[config.mk]
export PLATFORM = sky130hd
export DESIGN_NAME = expression_lexer_flat
export DESIGN_NICKNAME = d
export VERILOG_FILES = /design/src/rtl/exlex_pkg.sv /design/src/rtl/exlex_if.sv /design/src/rtl/exlex_core.sv /design/src/rtl/exlex_fifo.sv /design/src/rtl/expression_lexer.sv /design/src/flat_wrapper.sv
export SDC_FILE = /design/constraint.sdc
export NUM_CORES = 1
export LEC_CHECK = 0
export BUFFER_PORTS_ARGS = -buffer_cell sky130_fd_sc_hd__buf_4
export CAP_MARGIN = 20
export CORE_UTILIZATION = 55
export DETAILED_ROUTE_END_ITERATION = 8
export PLACE_DENSITY_LB_ADDON = 0.2
export SYNTH_ARGS = -nofsm -noshare
export SYNTH_HDL_FRONTEND = slang
export SYNTH_HIERARCHICAL = 1
export SYNTH_SLANG_ARGS = --single-unit
[constraint.sdc]
create_clock -name clk -period 20.7 [get_ports clk]
set_clock_uncertainty 0.05 [all_clocks]
set_input_delay 2.07 -clock clk [delete_from_list [all_inputs] [get_ports clk]]
set_output_delay 2.07 -clock clk [all_outputs]
set_load 0.01 [all_outputs]
[src/rtl/exlex_pkg.sv]
// Shared types, constants and character helpers for the expression lexer.
// No dependencies; used by the token interface, the core, the queue and the checker.
package exlex_pkg;

  localparam int POS_W = 32;
  localparam int LEN_W = 8;
  localparam logic [LEN_W-1:0] LEN_MAX = 8'd255;

  // Token classes as seen on the result channel.
  typedef enum logic [4:0] {
    TK_LPAREN   = 5'd0,
    TK_RPAREN   = 5'd1,
    TK_PLUS     = 5'd2,
    TK_MINUS    = 5'd3,
    TK_MULT     = 5'd4,
    TK_DIV      = 5'd5,
    TK_POW      = 5'd6,
    TK_NUM      = 5'd7,
    TK_ERR      = 5'd8,
    TK_END      = 5'd9,
    TK_ID       = 5'd10,
    TK_SIN      = 5'd11,
    TK_COS      = 5'd12,
    TK_LOG      = 5'd13,
    TK_PI       = 5'd14,
    TK_E        = 5'd15,
    TK_SEMI     = 5'd16,
    TK_BIN      = 5'd17,
    TK_HEX      = 5'd18,
    TK_OCT      = 5'd19,
    TK_ASSIGN   = 5'd20,
    TK_PRINT    = 5'd21,
    TK_TRUE     = 5'd22,
    TK_FALSE    = 5'd23,
    TK_LT       = 5'd24,
    TK_GT       = 5'd25,
    TK_EQUAL    = 5'd26,
    TK_NOTEQUAL = 5'd27
  } tok_kind_t;

  // Scanner modes.
  typedef enum logic [3:0] {
    MD_IDLE    = 4'd0,
    MD_COMMENT = 4'd1,
    MD_EQ      = 4'd2,
    MD_BANG    = 4'd3,
    MD_STAR    = 4'd4,
    MD_IDENT   = 4'd5,
    MD_ZERO    = 4'd6,
    MD_BIN     = 4'd7,
    MD_HEX     = 4'd8,
    MD_OCT     = 4'd9,
    MD_DEC     = 4'd10
  } mode_t;

  typedef struct packed {
    tok_kind_t        kind;
    logic [POS_W-1:0] start;
    logic [LEN_W-1:0] len;
    logic             last;
  } token_t;

  // Up to two tokens produced by one input byte.
  typedef struct packed {
    logic [1:0] count;
    token_t     tok0;
    token_t     tok1;
  } push_t;

  // Character codes.
  localparam logic [7:0] CH_NUL   = 8'h00;
  localparam logic [7:0] CH_TAB   = 8'h09;
  localparam logic [7:0] CH_LF    = 8'h0A;
  localparam logic [7:0] CH_CR    = 8'h0D;
  localparam logic [7:0] CH_SPACE = 8'h20;
  localparam logic [7:0] CH_BANG  = 8'h21;
  localparam logic [7:0] CH_HASH  = 8'h23;
  localparam logic [7:0] CH_LPAR  = 8'h28;
  localparam logic [7:0] CH_RPAR  = 8'h29;
  localparam logic [7:0] CH_STAR  = 8'h2A;
  localparam logic [7:0] CH_PLUS  = 8'h2B;
  localparam logic [7:0] CH_MINUS = 8'h2D;
  localparam logic [7:0] CH_DOT   = 8'h2E;
  localparam logic [7:0] CH_SLASH = 8'h2F;
  localparam logic [7:0] CH_ZERO  = 8'h30;
  localparam logic [7:0] CH_ONE   = 8'h31;
  localparam logic [7:0] CH_SEVEN = 8'h37;
  localparam logic [7:0] CH_NINE  = 8'h39;
  localparam logic [7:0] CH_SEMI  = 8'h3B;
  localparam logic [7:0] CH_LT    = 8'h3C;
  localparam logic [7:0] CH_EQ    = 8'h3D;
  localparam logic [7:0] CH_GT    = 8'h3E;
  localparam logic [7:0] CH_UP_A  = 8'h41;
  localparam logic [7:0] CH_UP_B  = 8'h42;
  localparam logic [7:0] CH_UP_F  = 8'h46;
  localparam logic [7:0] CH_UP_O  = 8'h4F;
  localparam logic [7:0] CH_UP_X  = 8'h58;
  localparam logic [7:0] CH_UP_Z  = 8'h5A;
  localparam logic [7:0] CH_LO_A  = 8'h61;
  localparam logic [7:0] CH_LO_B  = 8'h62;
  localparam logic [7:0] CH_LO_F  = 8'h66;
  localparam logic [7:0] CH_LO_O  = 8'h6F;
  localparam logic [7:0] CH_LO_X  = 8'h78;
  localparam logic [7:0] CH_LO_Z  = 8'h7A;

  // Keyword table, padded with zero bytes to eight characters per entry.
  localparam int KW_NUM = 8;
  localparam logic [7:0] KW_TEXT [KW_NUM][8] = '{
    '{"p", "r", "i", "n", "t", 8'h00, 8'h00, 8'h00},
    '{"T", "r", "u", "e", 8'h00, 8'h00, 8'h00, 8'h00},
    '{"F", "a", "l", "s", "e", 8'h00, 8'h00, 8'h00},
    '{"s", "i", "n", 8'h00, 8'h00, 8'h00, 8'h00, 8'h00},
    '{"c", "o", "s", 8'h00, 8'h00, 8'h00, 8'h00, 8'h00},
    '{"l", "o", "g", 8'h00, 8'h00, 8'h00, 8'h00, 8'h00},
    '{"p", "i", 8'h00, 8'h00, 8'h00, 8'h00, 8'h00, 8'h00},
    '{"e", 8'h00, 8'h00, 8'h00, 8'h00, 8'h00, 8'h00, 8'h00}
  };
  localparam logic [LEN_W-1:0] KW_LEN [KW_NUM] = '{
    8'd5, 8'd4, 8'd5, 8'd3, 8'd3, 8'd3, 8'd2, 8'd1
  };
  localparam tok_kind_t KW_KIND [KW_NUM] = '{
    TK_PRINT, TK_TRUE, TK_FALSE, TK_SIN, TK_COS, TK_LOG, TK_PI, TK_E
  };

  function automatic logic is_digit(logic [7:0] c);
    return (c >= CH_ZERO) && (c <= CH_NINE);
  endfunction

  function automatic logic is_alpha(logic [7:0] c);
    return ((c >= CH_LO_A) && (c <= CH_LO_Z)) || ((c >= CH_UP_A) && (c <= CH_UP_Z));
  endfunction

  function automatic logic is_alnum(logic [7:0] c);
    return is_digit(c) || is_alpha(c);
  endfunction

  function automatic logic is_hex(logic [7:0] c);
    return is_digit(c) || ((c >= CH_LO_A) && (c <= CH_LO_F)) ||
           ((c >= CH_UP_A) && (c <= CH_UP_F));
  endfunction

  // Keywords that still agree with a character placed at offset idx.
  function automatic logic [KW_NUM-1:0] kw_keep(logic [7:0] c, logic [LEN_W-1:0] idx);
    logic [KW_NUM-1:0] keep;
    keep = '0;
    for (int k = 0; k < KW_NUM; k++) begin
      keep[k] = (idx < KW_LEN[k]) && (KW_TEXT[k][idx[2:0]] == c);
    end
    return keep;
  endfunction

  // Saturating length increment.
  function automatic logic [LEN_W-1:0] grow(logic [LEN_W-1:0] len);
    return (len == LEN_MAX) ? len : len + 1'b1;
  endfunction

  // True in the modes that hold a lexeme waiting for its end.
  function automatic logic mode_pending(mode_t m);
    return (m != MD_IDLE) && (m != MD_COMMENT);
  endfunction

  // Class of the pending lexeme when it is closed.
  function automatic tok_kind_t finish_kind(mode_t m, logic [KW_NUM-1:0] cand,
                                            logic [LEN_W-1:0] len);
    tok_kind_t kind;
    kind = TK_ERR;
    unique case (m)
      MD_EQ:   kind = TK_ASSIGN;
      MD_STAR: kind = TK_MULT;
      MD_IDENT: begin
        kind = TK_ID;
        for (int k = 0; k < KW_NUM; k++) begin
          if (cand[k] && (KW_LEN[k] == len)) kind = KW_KIND[k];
        end
      end
      MD_ZERO, MD_DEC: kind = TK_NUM;
      MD_BIN: kind = (len > 8'd2) ? TK_BIN : TK_ERR;
      MD_HEX: kind = (len > 8'd2) ? TK_HEX : TK_ERR;
      MD_OCT: kind = (len > 8'd2) ? TK_OCT : TK_ERR;
      default: kind = TK_ERR;
    endcase
    return kind;
  endfunction

endpackage

[src/rtl/exlex_if.sv]
// Valid/ready channel interfaces for the expression lexer: byte input, token output.
// Depends on exlex_pkg for field widths.
interface exlex_char_if;
  logic       valid;
  logic       ready;
  logic [7:0] char_code;

  modport source (output valid, output char_code, input ready);
  modport sink (input valid, input char_code, output ready);
endinterface

interface exlex_tok_if;
  import exlex_pkg::*;
  logic             valid;
  logic             ready;
  logic [4:0]       token_kind;
  logic [POS_W-1:0] token_start;
  logic [LEN_W-1:0] token_length;
  logic             last_of_run;

  modport source (output valid, output token_kind, output token_start,
                  output token_length, output last_of_run, input ready);
  modport sink (input valid, input token_kind, input token_start,
                input token_length, input last_of_run, output ready);
endinterface

[src/rtl/exlex_core.sv]
// Scanner core: byte input register, scanner state and the per-byte token logic.
// Depends on exlex_pkg; pushes up to two tokens per byte into the result queue.
module exlex_core (
  input  logic              clk,
  input  logic              rst_n,
  input  logic              in_valid,
  input  logic [7:0]        in_char,
  output logic              in_ready,
  input  logic              room,
  output exlex_pkg::push_t  push
);
  import exlex_pkg::*;

  logic [7:0]        byte_r;
  logic              byte_vld_r;
  mode_t             mode_r, mode_nxt;
  logic [KW_NUM-1:0] cand_r, cand_nxt;
  logic [POS_W-1:0]  start_r, start_nxt;
  logic [LEN_W-1:0]  len_r, len_nxt;
  logic [POS_W-1:0]  pos_r, pos_nxt;
  logic              dp_r, dp_nxt;

  logic      fire;
  logic      take;
  logic      a_vld, b_vld;
  token_t    tok_a, tok_b;
  tok_kind_t fin_kind;

  // The held byte is scanned once the queue can take two more words.
  assign fire     = byte_vld_r && room;
  assign in_ready = !byte_vld_r || room;

  // Input register.
  always_ff @(posedge clk) begin
    if (!rst_n) begin
      byte_vld_r <= 1'b0;
    end else if (in_valid && in_ready) begin
      byte_vld_r <= 1'b1;
    end else if (fire) begin
      byte_vld_r <= 1'b0;
    end
    if (in_valid && in_ready) begin
      byte_r <= in_char;
    end
  end

  // Scanner state register.
  always_ff @(posedge clk) begin
    if (!rst_n) begin
      mode_r  <= MD_IDLE;
      cand_r  <= '1;
      start_r <= '0;
      len_r   <= '0;
      pos_r   <= '0;
      dp_r    <= 1'b0;
    end else if (fire) begin
      mode_r  <= mode_nxt;
      cand_r  <= cand_nxt;
      start_r <= start_nxt;
      len_r   <= len_nxt;
      pos_r   <= pos_nxt;
      dp_r    <= dp_nxt;
    end
  end

  assign fin_kind = finish_kind(mode_r, cand_r, len_r);

  // Next state and the two token slots: slot A closes the pending lexeme,
  // slot B carries a token started and ended by this byte, or END.
  always_comb begin
    mode_nxt  = mode_r;
    cand_nxt  = cand_r;
    start_nxt = start_r;
    len_nxt   = len_r;
    pos_nxt   = pos_r + 1'b1;
    dp_nxt    = dp_r;
    take      = 1'b0;
    a_vld     = 1'b0;
    b_vld     = 1'b0;
    tok_a     = '0;
    tok_b     = '0;

    if (byte_r == CH_NUL) begin
      // End of input: flush, emit END, return to the reset state.
      a_vld       = mode_pending(mode_r);
      tok_a.kind  = fin_kind;
      tok_a.start = start_r;
      tok_a.len   = len_r;
      b_vld       = 1'b1;
      tok_b.kind  = TK_END;
      tok_b.start = pos_r;
      tok_b.len   = '0;
      mode_nxt    = MD_IDLE;
      cand_nxt    = '1;
      start_nxt   = '0;
      len_nxt     = '0;
      pos_nxt     = '0;
      dp_nxt      = 1'b0;
    end else begin
      // Try to extend the pending lexeme.
      unique case (mode_r)
        MD_COMMENT: begin
          take = 1'b1;
          if (byte_r == CH_LF) mode_nxt = MD_IDLE;
        end
        MD_EQ, MD_BANG, MD_STAR: begin
          if ((mode_r == MD_STAR) ? (byte_r == CH_STAR) : (byte_r == CH_EQ)) begin
            take        = 1'b1;
            a_vld       = 1'b1;
            tok_a.start = start_r;
            tok_a.len   = 8'd2;
            mode_nxt    = MD_IDLE;
            unique case (mode_r)
              MD_EQ:   tok_a.kind = TK_EQUAL;
              MD_BANG: tok_a.kind = TK_NOTEQUAL;
              default: tok_a.kind = TK_POW;
            endcase
          end
        end
        MD_IDENT: begin
          if (is_alnum(byte_r)) begin
            take     = 1'b1;
            cand_nxt = cand_r & kw_keep(byte_r, len_r);
            len_nxt  = grow(len_r);
          end
        end
        MD_ZERO: begin
          take    = 1'b1;
          len_nxt = grow(len_r);
          if ((byte_r == CH_LO_B) || (byte_r == CH_UP_B)) begin
            mode_nxt = MD_BIN;
          end else if ((byte_r == CH_LO_X) || (byte_r == CH_UP_X)) begin
            mode_nxt = MD_HEX;
          end else if ((byte_r == CH_LO_O) || (byte_r == CH_UP_O)) begin
            mode_nxt = MD_OCT;
          end else if (is_digit(byte_r) || (byte_r == CH_DOT)) begin
            mode_nxt = MD_DEC;
            if (byte_r == CH_DOT) dp_nxt = 1'b1;
          end else begin
            take    = 1'b0;
            len_nxt = len_r;
          end
        end
        MD_BIN: begin
          if ((byte_r == CH_ZERO) || (byte_r == CH_ONE)) begin
            take    = 1'b1;
            len_nxt = grow(len_r);
          end
        end
        MD_HEX: begin
          if (is_hex(byte_r)) begin
            take    = 1'b1;
            len_nxt = grow(len_r);
          end
        end
        MD_OCT: begin
          if ((byte_r >= CH_ZERO) && (byte_r <= CH_SEVEN)) begin
            take    = 1'b1;
            len_nxt = grow(len_r);
          end
        end
        MD_DEC: begin
          if (is_digit(byte_r) || ((byte_r == CH_DOT) && !dp_r)) begin
            take    = 1'b1;
            len_nxt = grow(len_r);
            if (byte_r == CH_DOT) dp_nxt = 1'b1;
          end
        end
        default: begin
          mode_nxt = MD_IDLE;
        end
      endcase

      // The byte did not extend the lexeme: close it and scan the byte afresh.
      if (!take) begin
        a_vld       = mode_pending(mode_r);
        tok_a.kind  = fin_kind;
        tok_a.start = start_r;
        tok_a.len   = len_r;
        mode_nxt    = MD_IDLE;
        tok_b.start = pos_r;
        tok_b.len   = 8'd1;
        tok_b.kind  = TK_ERR;

        unique case (byte_r)
          CH_SPACE, CH_TAB, CH_CR, CH_LF: ;
          CH_HASH: mode_nxt = MD_COMMENT;
          CH_EQ, CH_BANG, CH_STAR: begin
            start_nxt = pos_r;
            len_nxt   = 8'd1;
            dp_nxt    = 1'b0;
            unique case (byte_r)
              CH_EQ:   mode_nxt = MD_EQ;
              CH_BANG: mode_nxt = MD_BANG;
              default: mode_nxt = MD_STAR;
            endcase
          end
          CH_LT:    begin b_vld = 1'b1; tok_b.kind = TK_LT;     end
          CH_GT:    begin b_vld = 1'b1; tok_b.kind = TK_GT;     end
          CH_LPAR:  begin b_vld = 1'b1; tok_b.kind = TK_LPAREN; end
          CH_RPAR:  begin b_vld = 1'b1; tok_b.kind = TK_RPAREN; end
          CH_PLUS:  begin b_vld = 1'b1; tok_b.kind = TK_PLUS;   end
          CH_MINUS: begin b_vld = 1'b1; tok_b.kind = TK_MINUS;  end
          CH_SLASH: begin b_vld = 1'b1; tok_b.kind = TK_DIV;    end
          CH_SEMI:  begin b_vld = 1'b1; tok_b.kind = TK_SEMI;   end
          default: begin
            if (is_digit(byte_r) || is_alpha(byte_r)) begin
              start_nxt = pos_r;
              len_nxt   = 8'd1;
              dp_nxt    = 1'b0;
              if (is_alpha(byte_r)) begin
                mode_nxt = MD_IDENT;
                cand_nxt = kw_keep(byte_r, '0);
              end else if (byte_r == CH_ZERO) begin
                mode_nxt = MD_ZERO;
              end else begin
                mode_nxt = MD_DEC;
              end
            end else begin
              b_vld = 1'b1;
            end
          end
        endcase
      end
    end
  end

  // Pack the slots so the first valid token always sits in tok0.
  always_comb begin
    push.tok0      = a_vld ? tok_a : tok_b;
    push.tok0.last = !(a_vld && b_vld);
    push.tok1      = tok_b;
    push.tok1.last = 1'b1;
    push.count     = fire ? ({1'b0, a_vld} + {1'b0, b_vld}) : 2'd0;
  end

endmodule

[src/rtl/exlex_fifo.sv]
// Four-word token queue between the scanner core and the result channel.
// Depends on exlex_pkg; takes up to two words per cycle and hands out one.
module exlex_fifo (
  input  logic              clk,
  input  logic              rst_n,
  input  exlex_pkg::push_t  push,
  output logic              room,
  output logic              out_valid,
  input  logic              out_ready,
  output exlex_pkg::token_t head
);
  import exlex_pkg::*;

  token_t     entry_r [4];
  logic [1:0] wr_ptr_r, rd_ptr_r;
  logic [2:0] cnt_r;
  logic       pop;

  // Two free entries are needed before the core may scan a byte.
  assign room      = (cnt_r <= 3'd2);
  assign out_valid = (cnt_r != 3'd0);
  assign head      = entry_r[rd_ptr_r];
  assign pop       = out_valid && out_ready;

  // Entry storage.
  always_ff @(posedge clk) begin
    if (push.count != 2'd0) entry_r[wr_ptr_r] <= push.tok0;
    if (push.count == 2'd2) entry_r[wr_ptr_r + 2'd1] <= push.tok1;
  end

  // Pointers and fill count.
  always_ff @(posedge clk) begin
    if (!rst_n) begin
      wr_ptr_r <= '0;
      rd_ptr_r <= '0;
      cnt_r    <= '0;
    end else begin
      wr_ptr_r <= wr_ptr_r + push.count;
      if (pop) rd_ptr_r <= rd_ptr_r + 2'd1;
      cnt_r <= cnt_r + {1'b0, push.count} - {2'b00, pop};
    end
  end

endmodule

[src/rtl/expression_lexer.sv]
// Expression lexer top level: byte stream in, token words out.
// Path: a byte is held in the input register, scanned, and its words written into the queue.
// Throughput: one byte per cycle while each byte yields at most one word and the sink
// takes every word; the single-word output port and the four-word queue set the rate when bytes yield two.
// Reset: synchronous, active low; clears scanner state, position and queued words.
module expression_lexer (
  input logic       clk,
  input logic       rst_n,
  exlex_char_if.sink  in_ch,
  exlex_tok_if.source out_ch
);
  import exlex_pkg::*;

  push_t  push;
  logic   room;
  token_t head;

  // Scanner core with its input register.
  exlex_core u_core (
    .clk      (clk),
    .rst_n    (rst_n),
    .in_valid (in_ch.valid),
    .in_char  (in_ch.char_code),
    .in_ready (in_ch.ready),
    .room     (room),
    .push     (push)
  );

  // Result queue.
  exlex_fifo u_fifo (
    .clk       (clk),
    .rst_n     (rst_n),
    .push      (push),
    .room      (room),
    .out_valid (out_ch.valid),
    .out_ready (out_ch.ready),
    .head      (head)
  );

  assign out_ch.token_kind   = head.kind;
  assign out_ch.token_start  = head.start;
  assign out_ch.token_length = head.len;
  assign out_ch.last_of_run  = head.last;

endmodule

[src/flat_wrapper.sv]
// flat-port wrapper written by rule: the top's interface ports become plain ports
module expression_lexer_flat import exlex_pkg::*;
  (clk, rst_n, in_ch_valid, in_ch_char_code, in_ch_ready, out_ch_valid, out_ch_token_kind, out_ch_token_start, out_ch_token_length, out_ch_last_of_run, out_ch_ready);
  exlex_char_if in_ch_i ();
  exlex_tok_if out_ch_i ();
  input logic clk;
  input logic rst_n;
  input wire logic [$bits(in_ch_i.valid)-1:0] in_ch_valid;
  input wire logic [$bits(in_ch_i.char_code)-1:0] in_ch_char_code;
  output wire logic [$bits(in_ch_i.ready)-1:0] in_ch_ready;
  output wire logic [$bits(out_ch_i.valid)-1:0] out_ch_valid;
  output wire logic [$bits(out_ch_i.token_kind)-1:0] out_ch_token_kind;
  output wire logic [$bits(out_ch_i.token_start)-1:0] out_ch_token_start;
  output wire logic [$bits(out_ch_i.token_length)-1:0] out_ch_token_length;
  output wire logic [$bits(out_ch_i.last_of_run)-1:0] out_ch_last_of_run;
  input wire logic [$bits(out_ch_i.ready)-1:0] out_ch_ready;
  assign in_ch_i.valid = in_ch_valid;
  assign in_ch_i.char_code = in_ch_char_code;
  assign in_ch_ready = in_ch_i.ready;
  assign out_ch_valid = out_ch_i.valid;
  assign out_ch_token_kind = out_ch_i.token_kind;
  assign out_ch_token_start = out_ch_i.token_start;
  assign out_ch_token_length = out_ch_i.token_length;
  assign out_ch_last_of_run = out_ch_i.last_of_run;
  assign out_ch_i.ready = out_ch_ready;
  expression_lexer u_core (.clk(clk), .rst_n(rst_n), .in_ch(in_ch_i), .out_ch(out_ch_i));
endmodule
# Word-level counts from Yosys, hierarchy flattened
# Memories as Yosys holds them, arrays and structs flattened. A register that Yosys moved wholly into a read port is not among the register bits.
# Cells that the tools add are included.
# classes
add_sub_neg	8
magnitude_cmp	17
n_eq_ne	64
n_reduce_logical	59
n_mux	118
n_bitwise	2
# ops
cell	n
$mux W8	36
$mux W45	6
$eq A8 B6 Y1 const B	16
$mux W32	4
$eq A8 B8 Y1	8
$pmux W32 S2	1
$eq A7 B8 Y1 const A	7
$mux W5	11
$eq A8 B7 Y1 const B	6
$pmux W8 S6	1
$mux W46	1
$mux W4	11
$pmux W5 S8	1
$pmux W5 S7	1
$mux W1	33
$add A32 B1 Y32 const B	1
$le A8 B7 Y1 const B	4
$logic_and A1 B1 Y1	28
$eq A8 B4 Y1 const B	3
$eq A2 B8 Y1 const A	2
$eq A3 B8 Y1 const A	2
$eq A4 B3 Y1 const B	4
$ge A8 B7 Y1 const B	2
$le A8 B6 Y1 const B	2
other kinds (50)	77
# word_totals
mem_count	9
input_bits	12
romBits	512
out_inout_bits	48
mem_bits_rw	184
register_bits	101
wordCells	288
# memory_table
name	depth	word_bits	rd	rd_ports_with_merged_regs	wr	line	source
u_core.u_fifo.entry_r	4	46	1	1	2	exlex_fifo.sv:14	token_t entry_r [4];
(no name shown)	8	8	1	0	0	exlex_pkg.sv:147	keep[k] = (idx < KW_LEN[k]) && (KW_TEXT[k][idx[2:0]] == c);
(no name shown)	8	8	1	0	0	exlex_pkg.sv:147	
(no name shown)	8	8	1	0	0	exlex_pkg.sv:147	
(no name shown)	8	8	1	0	0	exlex_pkg.sv:147	
(no name shown)	8	8	1	0	0	exlex_pkg.sv:147	
3 more memories	-	-	-	-	-	-	

# Depth between registers and ports, before layout
# logic_depth
depth_word	16
ltp_mapped	16
depth_no_buf	12

# Modules after synthesis
# The synthesis kept the hierarchy.
# by_module_without_submodules
mod	cells_each	area_each_um2	n_inst	seq_area_each_um2
exlex_fifo	493	9356.5	1	5705.5
exlex_core	941	6922.9	1	1961.9

# Least setup slack after synthesis
# Ideal clock, no wire load.
# synth_timing
kind	register -> register
startpoint	reg u_core.u_core.byte_r[7]
endpoint	mem u_core/u_fifo/entry_r[0][0] (netlist name) (enable)
arrival_ns	6.464
required_time_ns	20.137
n_path_buf	3
synth_period_minus_slack_ns	7.027
stages_incl_launch_ff	13
path_slack_ns	13.673
cell_sequence	edfxtp_1 -> buf_6 -> or4b_4 -> or3_1 -> buf_2 -> a41oi_1 -> or3_1 -> o31ai_1 -> clkbuf_1 -> and3_1 -> a211oi_1 -> o21bai_1 -> o21ai_0
# synth_rtl
element	line	source
start, declared	exlex_core.sv:14	logic [7:0] byte_r;
start signal, assigned	exlex_core.sv:43	byte_r <= in_char;
end, declared	exlex_fifo.sv:14	

==> results.py <==
metrics = {
    "status": {
        "status": "finished clean",
    },
    "job": {
        "drv_cap": 0,
    },
    "synthesis": {
        "ys_types": 87,
        "mappedNetlistArea_um2": 16280,
        "synth_edf_count": 192,
        "ys_seq_area_frac": 0.4710,
        "async_flop_share": 0,
        "synth-main-ff-cell": "edfxtp_1",
        "synth_area_per_cell_um2": 11.35,
        "yosysWarningCount": 6,
        "syn_inst": 1434,
        "ys_ff_latch": 287,
    },
    "finish": {
        "area_growth_pct": 9.930,
        "antenna_cells": 0,
        "multi_input_area_um2": 7946,
        "fin_nets": 1461,
        "drive_above_1_share": 0.2673,
        "nFillCells": 2303,
        "seqCellArea_um2": 7672,
        "mostFrequentLayoutCells": "edfxtp_1, mux2_2, dfxtp_1",
        "final_common_cell": "edfxtp_1",
        "final_util": 0.6185,
    },
    "clock_tree": {
        "cts_root_buf": "clkbuf_16",
        "path_clk_slew_ns": 0.06,
        "clockBufferDepth": 3,
        "tritoncts": "yes",
        "cts.sinks": 287,
        "h-tree-depth": 1,
        "cts_buffers": 30,
        "cts_hold_buf": 0,
        "cts_setup_buffers": 0,
        "cts_resized": 0,
        "clk_latency_ns": 0.57,
    },
    "drt": {
        "drt_iter0_drc": 1132,
        "drt-total-wl_um": 40630,
        "vias": 11690,
        "wl_per_cell_um": 22.05,
        "dr.pass1.iters": 5,
        "routed_via_density": 6.342,
        "detail-route-antenna-nets": 0,
        "drc": 0,
    },
    "power": {
        "vdd_drop_max_mv": 0.08667,
        "p_per_area_nw_per_um2": 89.52,
        "power_mw": 1.602,
        "leakagePower_nw": 6.320,
    },
    "placed_design": {
        "post-dp-hpwl_um": 26220,
        "place.gp.congestion": 0.9826,
        "dp_slack_ns": 14.54,
        "port_buffers": 59,
    },
    "worst_setup_path": {
        "path_cells": "and4b_1, o2111ai_1, a41oi_1, or3_1, o31ai_4, and3_1, and2_1, and4bb_2, buf_4, o21bai_4, buf_4",
        "cp-end-kind": "flop",
        "r2r-end": "u_core/u_fifo/entry_r[2][11]$_DFFE_PP_",
        "r2r_start": "u_core/u_core/byte_r[4]$_DFFE_PP_",
        "cp_common_cell": "buf_4",
        "critPathKind": "flop to flop",
        "crit_fanout": 32,
        "reg2reg_slack_ns": 14.45,
        "crit_family": "simple AND/OR/NAND/NOR gates",
        "path_buf_inv": 2,
        "cp-startpoint": "u_core/u_core/byte_r[4]$_DFFE_PP_",
        "cpPeakStageDelay_ns": 1.07,
        "cp.required_ns": 20.86,
        "reg2reg_depth": 11,
        "critPathLaunchType": "flop",
        "arrival_ns": 6.41,
        "slowest_stage": "edfxtp_1",
    },
    "sta": {
        "final_hold_viol_count": 0,
        "finalCritPeriodShare": 0.3019,
        "timing.final.ws_setup_ns": 14.45,
        "setup_viol": 0,
        "fin_hold_ws_ns": 0.4184,
        "timing.final.crit_period_ns": 6.249,
        "max_slew.worst_pin.slew_ns": 1.096,
        "timing.fmax_mhz": 160.0,
        "rsz0062_at_grt": "no",
        "tns_ns": 0,
        "slew_headroom": 0.2639,
        "drv_slew": 0,
    },
    "floorplanning": {
        "std_cell_rows": 62,
        "initial_core_util": 0.5626,
        "die_area_um2": 30290,
        "fp.dieW_um": 174.0,
        "core_um2": 28940,
        "die_y_um": 174.0,
        "io_pins": 60,
    },
    "global_route": {
        "grt_max_degree": 68,
        "grt_pass1_vias": 11290,
        "track_usage": 0.2678,
        "grt_antenna_before_repair": 0,
        "grt.overflow.total": 0,
        "grt_pass1_wl_um": 64140,
    },
    "hold_path": {
        "hold_path_startpoint": "u_core/u_core/start_r[0]$_SDFFE_PN0P_",
        "min_path_type": "flop to flop",
        "whs_path_depth": 2,
        "worstHoldEndpoint": "u_core/u_core/start_r[0]$_SDFFE_PN0P_",
    },
}
==> report_power, final <==
part	internal [mW]	leakage, nW	switching, mW	total (mW)
Sequential	0.656	2.57	0.0443	0.700
Combinational	0.169	3.26	0.197	0.366
Clock	0.315	0.483	0.221	0.536
==> per-stage QoR <==
| step | instances | cell area [um2] |
|---|---|---|
| 2_1_floorplan | 1440 | 16300 |
| 3_3_place_gp | 1786 | 16870 |
| 5_1_grt | 1843 | 17900 |
| 3_5_place_dp | 1787 | 16900 |
| 4_1_cts | 1843 | 17900 |
| 6_report | 1843 | 17900 |
==> synth_stat cells, types with 31 or more instances <==
library cell	instances	area, um2
nand2_1	87	326.6
o21ai_0	65	325.3
nor3_1	31	155.2
mux4_2	46	1036
dfxtp_1	95	1902
edfxtp_1	192	5766
nor2_1	73	274.0
nand3_1	68	340.3
clkbuf_1	60	225.2
and2_1	38	237.7
a21oi_1	49	245.2
a22o_1	32	280.3
inv_1	34	127.6
mux2_2	182	2049
==> per-layer routing <==
layer | GRT usage | part of all wire
met1 | 0.3763 | 0.43
met2 | 0.4317 | 0.47
met3 | 0.03893 | 0.074
met4 | 0.07858 | 0.024
met5 | 0 | 0
==> sequential cells by signal (all words and copies together), names as in the netlist, named ones only <==
signal,flops
u_core/u_fifo/cnt_r,3
u_core/u_fifo/rd_ptr_r,2
u_core/u_core/dp_r,1
u_core/u_core/cand_r,8
u_core/u_core/pos_r,32
u_core/u_fifo/entry_r,184
u_core/u_core/byte_r,8
u_core/u_core/start_r,32
u_core/u_core/len_r,8
u_core/u_fifo/wr_ptr_r,2
u_core/u_core/byte_vld_r,1
u_core/u_core/mode_r,4
==> kinds of logic (layout without fill, tap and decap cells) <==
group | count (synthesis) | in the layout | share of synthesized area
flops | 287 | 287 | 0.4710
buf+inv | 159 | 178 | 0.04688
fa+ha+maj | 14 | 14 | 0.01122
compound gates | 259 | 259 | 0.1083
mux | 239 | 239 | 0.1964
other cells | 2 | 8 | 0.0004613
simple gates | 428 | 428 | 0.1393
xor+xnor | 46 | 46 | 0.02644
==> worst min-delay path, delay by kind of cell (launching register included) <==
family	cells	cell delay, ns
AO/OA/AOI/OAI	1	0.06
flip-flops	1	0.31
AND/OR/NAND/NOR	1	0.05
==> worst max-delay path by stage <==
stage | to | slack (ns) | cells past startpoint
after detailed placement | u_core/u_fifo/entry_r[2][7]$_DFFE_PP_ | 14.54 | 11
after global placement | u_core/u_fifo/entry_r[2][7]$_DFFE_PP_ | 14.54 | 11
after CTS | u_core/u_fifo/entry_r[2][7]$_DFFE_PP_ | 14.49 | 11
final | u_core/u_fifo/entry_r[2][11]$_DFFE_PP_ | 14.45 | 11
after floorplan | u_core/u_fifo/entry_r[0][0]$_DFFE_PP_ | 13.67 | 12
after global routing | u_core/u_fifo/entry_r[2][7]$_DFFE_PP_ | 14.01 | 11
==> area by class of cell <==
type                       instances  area share
clock buffer                      46     0.04866
clock inverter                    10    0.006992
inverter                          36    0.007551
multi-input combinational        994      0.4440
sequential                       287      0.4287
tap                              384     0.02685
timing repair buffer              86     0.03719
(Power assumes the default switching activity.)
